[src/design/lnbt_pkg.sv]
// Shared codes, constants and types for the batch trainer.
package lnbt_pkg;

  localparam logic [1:0] OP_TRAIN   = 2'd0;
  localparam logic [1:0] OP_PREDICT = 2'd1;
  localparam logic [1:0] OP_RESTART = 2'd2;

  localparam logic [2:0] REG_LEARN_RATE = 3'd0;
  localparam logic [2:0] REG_BATCH_SIZE = 3'd1;
  localparam logic [2:0] REG_INIT_W1    = 3'd2;
  localparam logic [2:0] REG_INIT_W2    = 3'd3;
  localparam logic [2:0] REG_INIT_BIAS  = 3'd4;

  // One in Q30, the working format of the sigmoid table series.
  localparam longint unsigned SIG_Q30_ONE = 64'd1 << 30;

  // Control and status between the sequencer and the divider.
  typedef struct packed {
    logic start;
    logic busy;
    logic done;
  } div_ctl_t;

endpackage

[src/design/lnbt_div.sv]
// Radix-2 restoring divider: signed dividend over an unsigned count, truncated toward zero.
module lnbt_div
  import lnbt_pkg::*;
(
  input  logic               clk_i,
  input  logic               rst_ni,
  input  logic               start_i,
  input  logic signed [47:0] dividend_i,
  input  logic [9:0]         divisor_i,
  output logic signed [47:0] quotient_o,
  output div_ctl_t           status_o
);

  logic [47:0] rem_q, rem_d, quo_q, quo_d;
  logic [5:0]  cnt_q, cnt_d;
  logic        neg_q, neg_d, busy_q, busy_d, done_q, done_d;
  logic [9:0]  den_q, den_d;
  logic [48:0] trial;

  always_comb begin
    rem_d  = rem_q;
    quo_d  = quo_q;
    cnt_d  = cnt_q;
    neg_d  = neg_q;
    den_d  = den_q;
    busy_d = busy_q;
    done_d = 1'b0;
    trial  = '0;
    if (start_i) begin
      neg_d  = dividend_i[47];
      quo_d  = dividend_i[47] ? 48'(-dividend_i) : dividend_i;
      rem_d  = '0;
      den_d  = divisor_i;
      cnt_d  = 6'd48;
      busy_d = 1'b1;
    end else if (busy_q) begin
      trial = {rem_q, quo_q[47]} - {39'd0, den_q};
      if (!trial[48]) begin
        rem_d = trial[47:0];
        quo_d = {quo_q[46:0], 1'b1};
      end else begin
        rem_d = {rem_q[46:0], quo_q[47]};
        quo_d = {quo_q[46:0], 1'b0};
      end
      cnt_d = cnt_q - 6'd1;
      if (cnt_q == 6'd1) begin
        busy_d = 1'b0;
        done_d = 1'b1;
      end
    end
  end

  always_ff @(posedge clk_i or negedge rst_ni) begin
    if (!rst_ni) begin
      busy_q <= 1'b0;
      done_q <= 1'b0;
      cnt_q  <= '0;
    end else begin
      busy_q <= busy_d;
      done_q <= done_d;
      cnt_q  <= cnt_d;
    end
  end

  always_ff @(posedge clk_i) begin
    rem_q <= rem_d;
    quo_q <= quo_d;
    neg_q <= neg_d;
    den_q <= den_d;
  end

  assign quotient_o      = neg_q ? 48'(-quo_q) : quo_q;
  assign status_o.start  = start_i;
  assign status_o.busy   = busy_q;
  assign status_o.done   = done_q;

endmodule

[config.mk]
export PLATFORM = sky130hd
export DESIGN_NAME = lnbt_div
export DESIGN_NICKNAME = d
export VERILOG_FILES = /design/src/design/lnbt_pkg.sv /design/src/design/lnbt_div.sv
export SDC_FILE = /design/constraint.sdc
export NUM_CORES = 1
export LEC_CHECK = 0
export BUFFER_PORTS_ARGS = -buffer_cell sky130_fd_sc_hd__buf_2
export CAP_MARGIN = 20
export CORE_ASPECT_RATIO = 1.25
export CORE_MARGIN = 5
export CORE_UTILIZATION = 45
export DETAILED_ROUTE_END_ITERATION = 7
export GPL_TIMING_DRIVEN = 0
export PLACE_DENSITY_LB_ADDON = 0.2
export SETUP_SLACK_MARGIN = 0.4
export SKIP_CTS_REPAIR_TIMING = 1
export SLEW_MARGIN = 5
export SYNTH_ARGS = -nofsm -noshare
export SYNTH_HDL_FRONTEND = slang
export SYNTH_SLANG_ARGS = --single-unit
[constraint.sdc]
create_clock -name clk_i -period 6.55 [get_ports clk_i]
set_input_delay 0.3275 -clock clk_i [delete_from_list [all_inputs] [get_ports clk_i]]
set_output_delay 0.3275 -clock clk_i [all_outputs]
set_load 0.01 [all_outputs]
=== After elaboration in Yosys (flattened, before gate mapping) ===
Cells that the tools add are included.

* Add/sub/neg operators: 4
* Eq/ne operators: 1
* Multiplexer cells: 14
* Reductions and logical operators: 1

{| class="wikitable"
|+ Operators by type and width
! kind !! count
|-
| $mux 48 || 5
|-
| $neg 48->48 || 2
|-
| $sub 49x10->49 || 1
|-
| $mux 6 || 2
|-
| $mux 1 || 7
|-
| $eq 6x1->1 const B || 1
|-
| $sub 6x1->6 const B || 1
|-
| $reduce_bool 2->1 || 1
|}

* Flip-flop bits (word level): 115
* Bits of input ports: 61
* Word-level logic and storage cells: 27

=== Longest topological paths before layout ===
Gate-level depths: netlist of the first run.

* Depth in word-level cells: 4
* Gate-level depth with buffers: 13

=== Worst setup path before layout of the first run ===
Ideal clock, no wire load.

* Path type: reg-to-output
* Start: reg quo_q[5]
* End: out quotient_o[45]
* Arrival: 2.647 ns
* Required time: 6.222 ns
* Path slack: 3.576 ns
* Cell stages (with the launch flop): 8
* Buffers on the path: 0
* Cells stage by stage: edfxtp_1 or4_1 nor4_1 nand3_1 or3_1 or2_2 o31ai_1 xnor2_1

* Longest elaborated chain between the ends: 2

{| class="wikitable"
|+ Ends and longest elaborated chain
! what !! RTL line !! source
|-
| start, declared || lnbt_div.sv:14 || <nowiki>logic [47:0] rem_q, rem_d, quo_q, quo_d;</nowiki>
|-
| start signal, assigned || lnbt_div.sv:67 || <nowiki>quo_q <= quo_d;</nowiki>
|-
| $neg 48->48 || lnbt_div.sv:72 || <nowiki>assign quotient_o = neg_q ? 48'(-quo_q) : quo_q;</nowiki>
|-
| $mux 48 || lnbt_div.sv:72 ||
|-
| end, declared || lnbt_div.sv:10 || <nowiki>output logic signed [47:0] quotient_o,</nowiki>
|}

No other way between the ends.

=== Worst setup path in the final report of the first run ===
* Start: reg quo_q[6]
* End: out quotient_o[47]

Same word-level chain as after synthesis.

==> results.sh, run 1 <==
export IMPL_endpoint="quotient_o[47]"
export IMPL_io_pins=112
export IMPL_fin_worst_skew_ps=8.87
export IMPL_p_leak_nw=3.52
export IMPL_yosysUniqueCellTypes=63
export IMPL_ys_warn_count=0
export IMPL_r2r_start="rem_q[8]"
export IMPL_reg2regPathDepth=10
export IMPL_root_buffer="clkbuf_16"
export IMPL_grt_use_total_pct=23.2
export IMPL_dp_cells=1226
export IMPL_area_growth_pct=18.5
export IMPL_period_minus_slack_ps=4050
export IMPL_clock_latency_ps=430
export IMPL_critPathKind="flop to output port"
export IMPL_drt_total_wl_mm=23.7
export IMPL_regToRegEndpoint="rem_q[5]"
export IMPL_synthesis_area_per_instance_um2=8.71
export IMPL_synth_nets=970
export IMPL_drtAntennaViolNets=0
export IMPL_layout_drive_gt1_share_pct=16.1
export IMPL_h_tree_depth=4
export IMPL_avgRoutedWirePerCell_um=18.8
export IMPL_syn_area_mm2=0.00779
export IMPL_max_freq_ghz=0.247
export IMPL_diodes=0
export IMPL_cts_buffers=17
export IMPL_overflow=0
export IMPL_cp_arrival_ps=3730
export IMPL_r2r_setup_slack_ps=2880
export IMPL_finalSetupViolCount=0
export IMPL_core_area_mm2=0.0169
export IMPL_crit_fanout=7
export IMPL_start_util_pct=46.0
export IMPL_outcome="finished, final reports clean"
export IMPL_layout_cells_non_filler=1259
export IMPL_fin_ws_ps=2500
export IMPL_path_clk_slew_ps=50
export IMPL_synth_edff_count=59
export IMPL_detailed_place_hpwl_mm=17.5
export IMPL_cellPowerDensity_mw_per_mm2=417
export IMPL_slew_viol_final=0
export IMPL_crit_path_start="quo_q[6]"
export IMPL_globalplace_congestion=0.994
export IMPL_grt_pass1_wl_mm=36.6
export IMPL_firstDrtPassIters=5
export IMPL_pre_cts_slack_ps=2950
export IMPL_seqPwrFrac_pct=30.9
export IMPL_first_global_vias=7039
export IMPL_cts_tree="built"
export IMPL_worst_pin_slew_ps=797
export IMPL_yosysTopAreaCellShare_pct=22.8
export IMPL_cp_end_kind="output port"
export IMPL_via_count=7420
export IMPL_synth_commonest_cells="nor2_1 (107), xnor2_1 (72), nand2_1 (63)"
export IMPL_p_int_mw=2.29
export IMPL_post_drt_via_cell_ratio=5.89
export IMPL_total_power_mw=3.85
export IMPL_combPwrFrac_pct=45.3
export IMPL_drv_cap=0
export IMPL_row_count=53
export IMPL_fin_nets=1102
export IMPL_synthTopCellsByArea="edfxtp_1 (23%), dfxtp_1 (12%), xnor2_1 (8.1%), xor2_1 (6.0%), nor2_1 (5.2%)"
export IMPL_max_vdd_ir_drop_mv=0.345
export IMPL_pwr_share_clk_pct=23.8
export IMPL_switchingPower_mw=1.56
export IMPL_clk_path_buf_depth=2
export IMPL_rsz0062_at_grt="false"
export IMPL_grt_max_degree=34
export IMPL_drtIter0Drc=575
export IMPL_async_flop_share_pct=6.96
export IMPL_switching_share_pct=40.4
export IMPL_cp_required_ps=6220
export IMPL_die_h_um=157
export IMPL_io_buffers=111
export IMPL_critPathLaunchType="flop"
export IMPL_relSlewSlack_pct=46.4
export IMPL_synth_seq_cells=115
export IMPL_timing_hold_violations_final=0
export IMPL_fin_tns_setup_ps=0
export IMPL_synth_cells=894
export IMPL_nFillCells=1632
export IMPL_cts_num_sinks=115
export IMPL_synthFlopType="edfxtp_1"
export IMPL_holdCritPathClass="primary input to flop"
export IMPL_yosys_area_top_type="edfxtp_1"
export IMPL_die_x_um=128
export IMPL_dieArea_mm2=0.0200
export IMPL_yosysMostFrequentCell="nor2_1"
export IMPL_post_route_period_util_pct=61.9
export IMPL_antenna_found_initial=0
export IMPL_drc=0
export IMPL_synth_yosys_seq_area_share_pct=37.7
-- registers in the layout, indices dropped and copies added (netlist names) --
name	count
quo_q	48
done_q	1
neg_q	1
rem_q	48
den_q	10
cnt_q	6
busy_q	1
-- metrics by stage --
step | util (%) | cell area (µm²) | hold WS (ps)
5_1_grt | 54.6 | 9230 | 61.5
3_3_place_gp | 51.0 | 8620 | 180
2_1_floorplan | - | 7790 | 31.9
3_5_place_dp | 51.1 | 8640 | 190
6_report | 54.6 | 9230 | 75.3
4_1_cts | 54.5 | 9220 | -264
-- power groups by stage --
stage	logic, mW	registers, mW	clock network [mW]
after floorplan	1.32	1.12	0
after global placement	1.71	1.19	0
after detailed placement	1.72	1.19	0
after CTS	1.73	1.18	0.929
after global routing	1.93	1.21	0.964
final	1.74	1.19	0.917
-- metal layers --
layer | GRT usage [%] | vias to the layer above | share of wire (%)
li1 | - | 3568 | -
met1 | 28.7 | 3536 | 41
met2 | 39.4 | 261 | 49
met3 | 4.68 | 55 | 6.3
met4 | 10.3 | 0 | 3.3
met5 | 0 | - | 0
-- worst min-delay path by stage --
stage | start | endpoint | slack, ps | depth (start not counted)
global placement | rst_ni | cnt_q[3] | 180 | 1
finish | divisor_i[2] | den_q[2] | 80 | 1
global route | divisor_i[7] | den_q[7] | 60 | 1
CTS | rst_ni | cnt_q[4] | -260 | 1
detailed placement | rst_ni | cnt_q[3] | 190 | 1
floorplan | rst_ni | busy_q | 30 | 0
-- critical path, cell delays in order, from the launching register on --
cell	delay, ps
edfxtp_1	420
or4_1	620
nor4_1	400
nand3_1	350
or3_1	510
or2_2	350
o31ai_1	250
xnor2_1	210
buf_2	190
-- cell usage in the layout, fill, tap and decap left out, types with 19 or more instances in the layout --
master / netlist / routed
nor2_1: 107 / 107
or4_1: 21 / 21
edfxtp_1: 59 / 59
nand2_1: 63 / 63
xor2_1: 53 / 53
a21oi_1: 57 / 57
buf_2: 4 / 115
clkbuf_1: 40 / 47
a211oi_1: 19 / 19
nor3_1: 30 / 30
xnor2_1: 72 / 72
o31ai_1: 35 / 35
o21ai_0: 43 / 43
inv_1: 24 / 23
dfxtp_1: 48 / 48
-- final cells by class --
class                           count  area, µm²  area share [%]
Inverter                           25       93.8            1.02
Buffer                             53        223            2.41
Sequential cell                   115       2930            31.8
Multi-Input combinational cell    701       4540            49.2
Tap cell                          220        275            2.98
Timing Repair Buffer              113        586            6.35
Clock inverter                      5       73.8           0.800
Clock buffer                       27        504            5.47
-- cells by family (layout without fill, tap and decap cells) --
logic type | after synthesis | in the layout | share of synthesized area [%]
buf+inv | 78 | 223 | 4.07
xor+xnor | 125 | 125 | 14.1
mux | 4 | 4 | 0.546
simple gates | 332 | 332 | 21.8
flops | 115 | 115 | 37.7
compound gates | 225 | 225 | 19.3
fa+ha+maj | 15 | 15 | 2.51
(Power assumes the default switching activity.)
==> inputs of run 2 (changes only) <==
- clock period: 6.55 -> 3.9 ns (I/O delays scaled with it)
==> run 2 against run 1 <==
Against the previous run:
- combinational power up 72%
- utilization is 1.5 points higher
- non-clock buffer count grew 17
- clock-buffer cell count unchanged
- flip-flop and latch count unchanged
- wire length rose by 0.97%
- critical path depth did not move
- die area did not move
- largest cell class unchanged
- highest routed layer unchanged
==> results.sh, run 2 (same netlist as run 1, synthesis figures left out) <==
export IMPL_endpoint="quotient_o[47]"
export IMPL_crit_path_start="quo_q[28]"
export IMPL_finalSetupViolCount=0
export IMPL_multiInputGateArea_mm2=0.00463
export IMPL_total_power_mw=6.53
export IMPL_cellPowerDensity_mw_per_mm2=689
export IMPL_nFillCells=1614
export IMPL_utilization_pct=56.0
export IMPL_r2r_start="quo_q[47]"
export IMPL_final_common_cell="buf_2"
export IMPL_antenna_found_initial=0
export IMPL_outcome="finished, final reports clean"
export IMPL_drc=0
export IMPL_cts_tree="built"
export IMPL_holdCritPathClass="primary input to flop"
export IMPL_slew_viol_final=0
export IMPL_post_route_period_util_pct=90.0
export IMPL_worst_pin_slew_ps=865
export IMPL_slowest_delay_ps=440
export IMPL_path_depth=8
export IMPL_drt_total_wl_mm=24.0
export IMPL_path_clk_slew_ps=50
export IMPL_overflow=0
export IMPL_cp_arrival_ps=3320
export IMPL_p_leak_nw=3.62
export IMPL_row_count=53
export IMPL_p_int_mw=3.89
export IMPL_via_count=7547
export IMPL_top_regs="quo_q x48, rem_q x48, den_q x10"
export IMPL_post_drt_via_cell_ratio=5.91
export IMPL_grt_pass1_wl_mm=36.6
export IMPL_clk_path_buf_depth=2
export IMPL_layout_drive_gt1_share_pct=17.7
export IMPL_crit_slowest_cell="or3_4"
export IMPL_detailed_place_hpwl_mm=17.5
export IMPL_cpMostUsedCell="or3_1"
export IMPL_critPathKind="flop to output port"
export IMPL_reg2regPathDepth=13
export IMPL_cp_cell_sequence="or3_1 > or3_1 > or3_1 > or3_4 > or2_2 > o31ai_2 > xnor2_1 > buf_2"
export IMPL_cts_num_sinks=115
export IMPL_clock_latency_ps=430
export IMPL_avgRoutedWirePerCell_um=18.8
export IMPL_area_growth_pct=21.7
export IMPL_io_pins=112
export IMPL_drtIter0Drc=656
export IMPL_cp_required_ps=3700
export IMPL_start_util_pct=46.0
export IMPL_root_buffer="clkbuf_16"
export IMPL_first_global_vias=7039
export IMPL_max_vdd_ir_drop_mv=0.579
export IMPL_fin_nets=1119
export IMPL_pre_cts_slack_ps=304
export IMPL_worst_path_buf_inv=1
export IMPL_fin_worst_skew_ps=8.49
export IMPL_critPathLaunchType="flop"
export IMPL_io_buffers=111
export IMPL_h_tree_depth=4
export IMPL_grt_use_total_pct=23.2
export IMPL_switchingPower_mw=2.63
export IMPL_pwr_share_clk_pct=23.6
export IMPL_switching_share_pct=40.3
export IMPL_max_freq_ghz=0.285
export IMPL_diodes=0
export IMPL_firstDrtPassIters=5
export IMPL_grt_max_degree=34
export IMPL_relSlewSlack_pct=42.3
export IMPL_combPwrFrac_pct=45.8
export IMPL_die_h_um=157
export IMPL_drv_cap=0
export IMPL_cp_end_kind="output port"
export IMPL_dieArea_mm2=0.0200
export IMPL_crit_fanout=5
export IMPL_drtAntennaViolNets=0
export IMPL_regArea_mm2=0.00293
export IMPL_r2r_setup_slack_ps=580
export IMPL_cts_buffers=17
export IMPL_rsz0062_at_grt="true"
export IMPL_die_x_um=128
export IMPL_regToRegEndpoint="rem_q[5]"
export IMPL_globalplace_congestion=0.994
export IMPL_crit_family="simple AND/OR/NAND/NOR gates"
export IMPL_final_cell_mix="buf_2 (113), nor2_1 (107), xnor2_1 (72)"
export IMPL_core_area_mm2=0.0169
export IMPL_fin_ws_ps=389
export IMPL_timing_hold_violations_final=0
export IMPL_period_minus_slack_ps=3510
export IMPL_seqPwrFrac_pct=30.6
run 2: area by class of cell:
class,instances,area share [%]
multi-input combinational,701,48.9
tap,220,2.90
timing repair buffer,130,7.79
clock inverter,5,0.779
sequential,115,30.9
buffer,53,2.42
clock buffer,27,5.32
inverter,25,0.990
run 2: power by group through the flow:
stage                     clock, mW  sequential (mW)  combinational, mW
after floorplan                   0             1.88               2.22
after global placement            0             1.99               2.87
after detailed placement          0             1.99               2.88
after CTS                      1.56             1.98               2.90
after global routing           1.62             2.04               3.31
final                          1.54             2.00               2.99
run 2: worst min-delay path by stage:
stage / startpoint / endpoint / slack, ps / cells past startpoint
2_1_floorplan: rst_ni / busy_q / -100 / 0
3_3_place_gp: rst_ni / cnt_q[3] / 50 / 1
3_5_place_dp: rst_ni / cnt_q[3] / 60 / 1
4_1_cts: rst_ni / cnt_q[4] / -400 / 1
5_1_grt: dividend_i[47] / neg_q / 6 / 1
6_report: dividend_i[47] / neg_q / 20 / 1
run 2: per-layer routing:
layer / routed length, µm / vias up / global-route usage (%)
li1: - / 3605 / -
met2: 11700 / 292 / 39.4
met1: 9770 / 3591 / 28.7
met4: 786 / 0 / 10.3
met3: 1700 / 59 / 4.68
met5: 0 / - / 0
run 2: per-stage QoR:
| step | hold WS (ps) | area (µm²) | instances | setup TNS [ps] |
|---|---|---|---|---|
| 2_1_floorplan | -101 | 7790 | 894 | 0 |
| 3_3_place_gp | 47.9 | 8620 | 1225 | 0 |
| 3_5_place_dp | 57.2 | 8640 | 1226 | 0 |
| 4_1_cts | -396 | 9220 | 1258 | -8.38 |
| 5_1_grt | 5.56 | 9480 | 1276 | 0 |
| 6_report | 16.0 | 9480 | 1276 | 0 |
